File: config.mk
export PLATFORM = sky130hd
export DESIGN_NAME = lz4d_fifo
export DESIGN_NICKNAME = d
export VERILOG_FILES = /design/src/design/lz4d_pkg.sv /design/src/design/lz4d_fifo.sv
export SDC_FILE = /design/constraint.sdc
export NUM_CORES = 1
export LEC_CHECK = 0
export ABC_AREA = 1
export BUFFER_PORTS_ARGS = -buffer_cell sky130_fd_sc_hd__buf_4
export CAP_MARGIN = 0
export CORE_ASPECT_RATIO = 0.9
export CORE_MARGIN = 5
export CORE_UTILIZATION = 49
export CTS_CLUSTER_DIAMETER = 30
export DETAILED_ROUTE_END_ITERATION = 8
export PLACE_DENSITY_LB_ADDON = 0.15
export SYNTH_ARGS = -nofsm -noshare
export SYNTH_HDL_FRONTEND = slang
export SYNTH_SLANG_ARGS = --single-unit
export TNS_END_PERCENT = 30
File: constraint.sdc
create_clock -name clk_i -period 1.72 [get_ports clk_i]
set_input_delay 0.516 -clock clk_i [delete_from_list [all_inputs] [get_ports clk_i]]
set_output_delay 0.516 -clock clk_i [all_outputs]
set_load 0.02 [all_outputs]
File: src/design/lz4d_pkg.sv
// Shared types and constants for the LZ4 block decoder.
package lz4d_pkg;

  typedef enum logic [2:0] {
    ST_OK        = 3'd0,
    ST_ZERO_DIST = 3'd1,
    ST_FAR       = 3'd2,
    ST_SIZE      = 3'd3,
    ST_OPCODE    = 3'd4,
    ST_TRUNC     = 3'd5
  } status_e;

  localparam logic OP_BYTE = 1'b0;
  localparam logic OP_TICK = 1'b1;

  localparam logic [1:0] CFG_EXPECTED_SIZE = 2'd0;
  localparam logic [1:0] CFG_WINDOW_START  = 2'd1;
  localparam logic [1:0] CFG_WINDOW_LENGTH = 2'd2;

  // One input transaction as it sits in the queue.
  typedef struct packed {
    logic       opcode;
    logic [7:0] in_byte;
    logic       in_last;
  } item_t;

endpackage

File: src/design/lz4d_fifo.sv
// Two-entry queue between the input side and the decode engine.
module lz4d_fifo (
  input  logic           clk_i,
  input  logic           rst_ni,
  input  logic           push_i,
  input  lz4d_pkg::item_t push_data_i,
  output logic           full_o,
  input  logic           pop_i,
  output logic           empty_o,
  output lz4d_pkg::item_t pop_data_o
);
  import lz4d_pkg::*;

  item_t      mem_q [2];
  logic       wr_ptr_q, rd_ptr_q;
  logic [1:0] count_q;

  assign full_o     = (count_q == 2'd2);
  assign empty_o    = (count_q == 2'd0);
  assign pop_data_o = mem_q[rd_ptr_q];

  always_ff @(posedge clk_i or negedge rst_ni) begin
    if (!rst_ni) begin
      wr_ptr_q <= 1'b0;
      rd_ptr_q <= 1'b0;
      count_q  <= 2'd0;
    end else begin
      if (push_i) wr_ptr_q <= ~wr_ptr_q;
      if (pop_i) rd_ptr_q <= ~rd_ptr_q;
      count_q <= count_q + {1'b0, push_i} - {1'b0, pop_i};
    end
  end

  always_ff @(posedge clk_i) begin
    if (push_i) mem_q[wr_ptr_q] <= push_data_i;
  end
endmodule

==> results of run 1 <==
==> cell type report <==
cell class | instances | area [sq um]
clock buffers | 4 | 26.28
well taps | 25 | 31.28
flip-flops and latches | 24 | 701.9
multi-input cells | 34 | 254.0
repair buffers | 32 | 291.5
fillers | 140 | 564.3
inverters | 17 | 63.81
==> cells in the final DEF, fill, tap and decap left out, drive strengths merged <==
cell type / count
o21ai: 10
clkbuf: 4
nand2: 16
buf: 31
dfrtp: 4
dlygate4sd3: 1
nor2: 3
inv: 17
edfxtp: 20
nand3: 1
xor2: 2
ha: 2
==> logic make-up after synthesis <==
kind of cell	Yosys count
buffers and inverters	19
DFF	24
adders and majority gates	2
xor gates and xnor gates	2
and+or+nand+nor	20
AOI/OAI and AO/OA	10
==> metal layers <==
layer / up-vias / part of all wire (%) / wire, um / track usage [%]
met5: - / 0 / 0 / 0
met4: 0 / 1.2 / 21 / 5.792
met3: 2 / 5.8 / 98 / 3.448
met2: 19 / 53 / 892 / 19.36
met1: 283 / 40 / 684 / 12.09
li1: 313 / - / - / -
==> flip-flops by register name (all words and copies together), names as in the netlist <==
register,count
mem_q,20
count_q,2
rd_ptr_q,1
wr_ptr_q,1
==> where the power goes <==
part           internal [mW]  switching (mW)
Clock                 0.0907           0.160
Sequential             0.789          0.0741
Combinational          0.538           0.616
Total                   1.42           0.851
==> stage by stage <==
stage / power (mW) / instance area (sq um) / hold slack (ns)
2_1_floorplan: 1.446 / 993.5 / 0.2204
3_3_place_gp: 1.741 / 1212 / 0.3152
3_5_place_dp: 1.770 / 1212 / 0.3158
4_1_cts: 2.019 / 1249 / 0.3653
5_1_grt: 2.402 / 1369 / 0.3645
6_report: 2.268 / 1369 / 0.3752
==> worst max-delay path by stage <==
| stage | start | slack [ns] | cells after the start | end |
|---|---|---|---|---|
| floorplan | push_i | 0.36 | 2 | mem_q[0][0] |
| CTS | rd_ptr_q | -0.001 | 4 | pop_data_o[8] |
| finish | rd_ptr_q | -0.004 | 3 | pop_data_o[8] |
| global route | rd_ptr_q | -0.05 | 3 | pop_data_o[8] |
| detailed placement | pop_i | 0.34 | 7 | count_q[1] |
| global placement | rd_ptr_q | 0.36 | 3 | pop_data_o[7] |
==> repair_timing <==
action / CTS / global route
pin swaps: 0 / 9
resized for setup: 0 / 29
hold buffers: 1 / 0
gates cloned: 0 / 2
buffers inserted: 0 / 1
endpoints found under the hold margin: 4 / 0
endpoints found under the setup margin: 1 / 10
==> flow_summary.ini, run 1 <==
[status]
status = complete, but fails checks
violations = negative setup slack

[min_path]
whs_path_depth = 1
hp-class = input port to register
hold_start = push_data_i[3]
hold_end = mem_q[1][3]

[die]
coreArea_sq_mm = 0.001933
initial_core_util_pct = 51.39
die-area_sq_mm = 0.003029
dieHeight_um = 52.72
chipWidth_um = 57.46
io_pins = 26
rows = 15

[critical_path]
crit_path_end_kind = output pin
path_delay_family = flip-flops
r2r_cells = 6
r2r-start = count_q[0]
worstSetupPathType = register to output pin
max_stage_delay_ns = 0.47
rr_endpoint = count_q[1]
crit_slowest_cell = dfrtp_2
required_ns = 1.20
cp-start-kind = register
rrSetupSlack_ns = 0.57
worstPathMaxFanout = 6
worstPathCellList = buf_6, o21ai_2, buf_4
worst-path-buf-inv = 2
cp_data_arrival_time_ns = 1.21

[cells_and_area]
post-route-util_pct = 70.81
stdcell_count = 136
n_antenna_cell = 0
finalNetCount = 128
syn2layout_area_growth_pct = 37.78
drive_gt1_share_pct = 46.85

[yosys]
syn_area_sq_um = 993.5
ys_top_cells_by_count = edfxtp_1 (20), inv_1 (17), nand2_1 (16), o21ai_2 (10), dfrtp_1 (4)
synth_top_family_by_area = compound AO/OA/AOI/OAI gates
muxShareOfSynthArea_pct = 0
synth_warnings = 0
ys_seq_area_share_pct = 70.53
synth_area_leaders = edfxtp_1 (60%), dfrtp_1 (10%), o21ai_2 (8.8%), inv_1 (6.4%), nand2_1 (6.0%)
synth_top_area_share_pct = 60.45
synth_compound_area_share_pct = 8.816
syn-num-nets = 93
async_flop_share_pct = 16.67
synth_edf_count = 20
synth_cells = 77
synth_seq_cells = 24
synth_flop_cell = edfxtp_1
yosysTopAreaCell = edfxtp_1
synth_area_per_cell_sq_um = 12.90
synth-xor-area-share_pct = 1.763
synth_most_common_cell = edfxtp_1
synthSimpleGateAreaFrac_pct = 7.683
post_synth_fa_ha_maj_area_fraction_pct = 2.519
synth_cell_types = 10

[drt]
ant_nets = 0
first_pass_iters = 4
drt_iter0_markers = 7
viasPerCell = 4.537
route.detailed.drc = 0
wl_mm = 1.695
wl_per_cell_um = 12.46
num_vias = 617

[clocking]
cts_buffer_depth = 2
clk_pin_slew_ns = 0.12
htreeDepth = 1
numCtsBuffers = 3
cts-root-buf = clkbuf_4
insertion_delay_ns = 0.31
tritoncts = done
cts.sinks = 24

[global_route]
antenna_found_initial = 0
grt-ovfl-total = 0
grt.total_usage_pct = 11.10
grt_max_degree = 14
grt_pass1_wl_mm = 2.421
grt_pass1_vias = 569

[sta]
fin_crit_ns = 1.724
finalCritPeriodShare_pct = 100.2
rsz0062_at_grt = yes
fin_ws_ns = -0.003590
drv_slew = 0
relSlewSlack_pct = 72.45
tightestPinTransition_ns = 0.4128
hold_violations = 0
clock.fmax_ghz = 0.5802
setup_viol = 1
fin_worst_skew_ns = 0.005302
fin_tns_setup_ns = -0.003590

[power]
vdd_drop_max_uv = 970.3
p_per_area_mw_per_mm2 = 1657
p_leak_nw = 0.6119

[place]
gp_congestion = 0.6378
post-place-ws_ns = 0.3417
post-place-cells = 128
dp_hpwl_mm = 1.054
numPortBuffers = 25

[run]
cap_violations = 0
(Power assumes the default switching activity.)
==> run 2, diff against run 1 <==
Settings changed: BUFFER_PORTS_ARGS -buffer_cell sky130_fd_sc_hd__buf_4 to -buffer_cell sky130_fd_sc_hd__buf_2.
==> flow_summary.ini, run 2 (synthesized netlist as in run 1, its figures left out) <==
[status]
status = completed

[min_path]
hp-class = input port to register
hold_start = push_data_i[9]

[clocking]
cts_setup_buffers = 0
htreeDepth = 1
clk_pin_slew_ns = 0.12
tritoncts = done
insertion_delay_ns = 0.31
cts-root-buf = clkbuf_4
numCtsBuffers = 3
cts.sinks = 24
cts_buffer_depth = 2

[cells_and_area]
drive_gt1_share_pct = 37.96
largest_register = mem_q
stdcell_count = 133
finalNetCount = 125
nFillCells = 155
final_cell_mix = edfxtp_1 (20), inv_1 (17), nand2_1 (16), buf_2 (16), buf_6 (11)
postLayoutCellArea_sq_mm = 0.001250
largest_register_ff_count = 20
n_antenna_cell = 0
final_common_cell = edfxtp_1
syn2layout_area_growth_pct = 25.82
largestRegisters = mem_q x20, count_q x2
post-route-util_pct = 64.66

[power]
p_per_area_mw_per_mm2 = 1650
p_total_mw = 2.063
vdd_drop_max_uv = 913.7
p_leak_nw = 0.5766

[sta]
drv_slew = 0
hold_violations = 0
tightestPinTransition_ns = 0.4251
relSlewSlack_pct = 71.63
fin_crit_ns = 1.697
finalCritPeriodShare_pct = 98.68
setup_viol = 0
fin_worst_skew_ns = 0.003177
rsz0062_at_grt = yes
clock.fmax_ghz = 0.5892
fin_tns_setup_ns = 0

[drt]
wl_mm = 1.567
first_pass_iters = 3
wl_per_cell_um = 11.78
route.detailed.drc = 0
num_vias = 603
viasPerCell = 4.534
drt_iter0_markers = 9
ant_nets = 0

[die]
die-area_sq_mm = 0.003029
io_pins = 26
rows = 15
initial_core_util_pct = 51.39
coreArea_sq_mm = 0.001933
chipWidth_um = 57.46
dieHeight_um = 52.72

[global_route]
grt_max_degree = 14
grt_pass1_vias = 614
grt_use_met1_pct = 10.53
grt.met3_usage_pct = 3.448
top_usage_layer = met2
grt.total_usage_pct = 12.01
grt_pass1_wl_mm = 2.539
met2_usage_pct = 22.74
grt-ovfl-total = 0
antenna_found_initial = 0

[critical_path]
cp-start-kind = register
startpoint = rd_ptr_q
path_delay_family = flip-flops
r2r-start = count_q[0]
crit_slowest_cell = dfrtp_1
cp_data_arrival_time_ns = 1.18
worstSetupPathType = register to output pin
worst-path-buf-inv = 2
cp_common_cell = buf_6
worstPathMaxFanout = 9
crit_path_end_kind = output pin
worstPathCellList = buf_6, o21ai_2, buf_6
max_stage_delay_ns = 0.42
required_ns = 1.20

[place]
dp_hpwl_mm = 1.097
postPlaceCellArea_sq_mm = 0.001150
numPortBuffers = 25
post-place-cells = 128
gp_congestion = 0.6442

[run]
cap_violations = 0
==> run 2: cell count changes in the layout (fill, tap and decap cells not counted), sizes merged <==
cell | before | now
clkbuf | 4 | 3
buf | 31 | 28
clkinv | 0 | 1
==> run 2: path summary, 6_finish.rpt <==
check                      slack, ns  cells after the start             to
max reg2reg                     0.56                      6     count_q[1]
min reg2reg                     0.50                      1       wr_ptr_q
min in group asynchronous       0.53                      2       wr_ptr_q
max                             0.02                      3  pop_data_o[1]
min                             0.38                      1    mem_q[0][9]
max in group asynchronous       1.07                      2     count_q[0]
==> run 2: per-stage QoR <==
step                hold WS [ns]  setup WS (ns)
floorplan                 0.2204         0.3562
global placement          0.3259         0.3252
detailed placement        0.3249         0.3195
CTS                       0.3726       -0.01012
global route              0.3568       -0.05206
finish                    0.3811        0.02265
==> run 2: layout make-up <==
class	instances	area (sq um)	area share, %
clock buffer	3	22.52	1.802
timing repair buffer	29	221.5	17.72
inverter	17	63.81	5.105
sequential	24	700.7	56.06
clock inverter	1	3.754	0.3003
multi-input combinational	34	206.4	16.52
tap	25	31.28	2.503
==> run 2: layer usage <==
layer | routed length [um] | vias to the layer above
met5 | 0 | -
met4 | 49 | 0
met3 | 108 | 5
met2 | 851 | 16
met1 | 557 | 273
li1 | - | 309
==> run 2: worst reg2reg max path, stage by stage (launching register included) <==
cell,delay (ns)
dfrtp_1,0.39
inv_1,0.05
ha_1,0.26
inv_1,0.04
ha_1,0.19
nand3_1,0.08
nand2_1,0.06
==> run 2: report_power, final <==
part,internal [mW],switching (mW),total [mW]
Sequential,0.786,0.0577,0.843
Combinational,0.422,0.554,0.977
Clock,0.0849,0.157,0.242
Total,1.29,0.770,2.06
==> run 2: timing repair <==
item,4_1_cts,5_1_grt
hold buffers,1,0
endpoints found under the hold margin,4,0
resized for setup,9,11
endpoints found under the setup margin,9,10
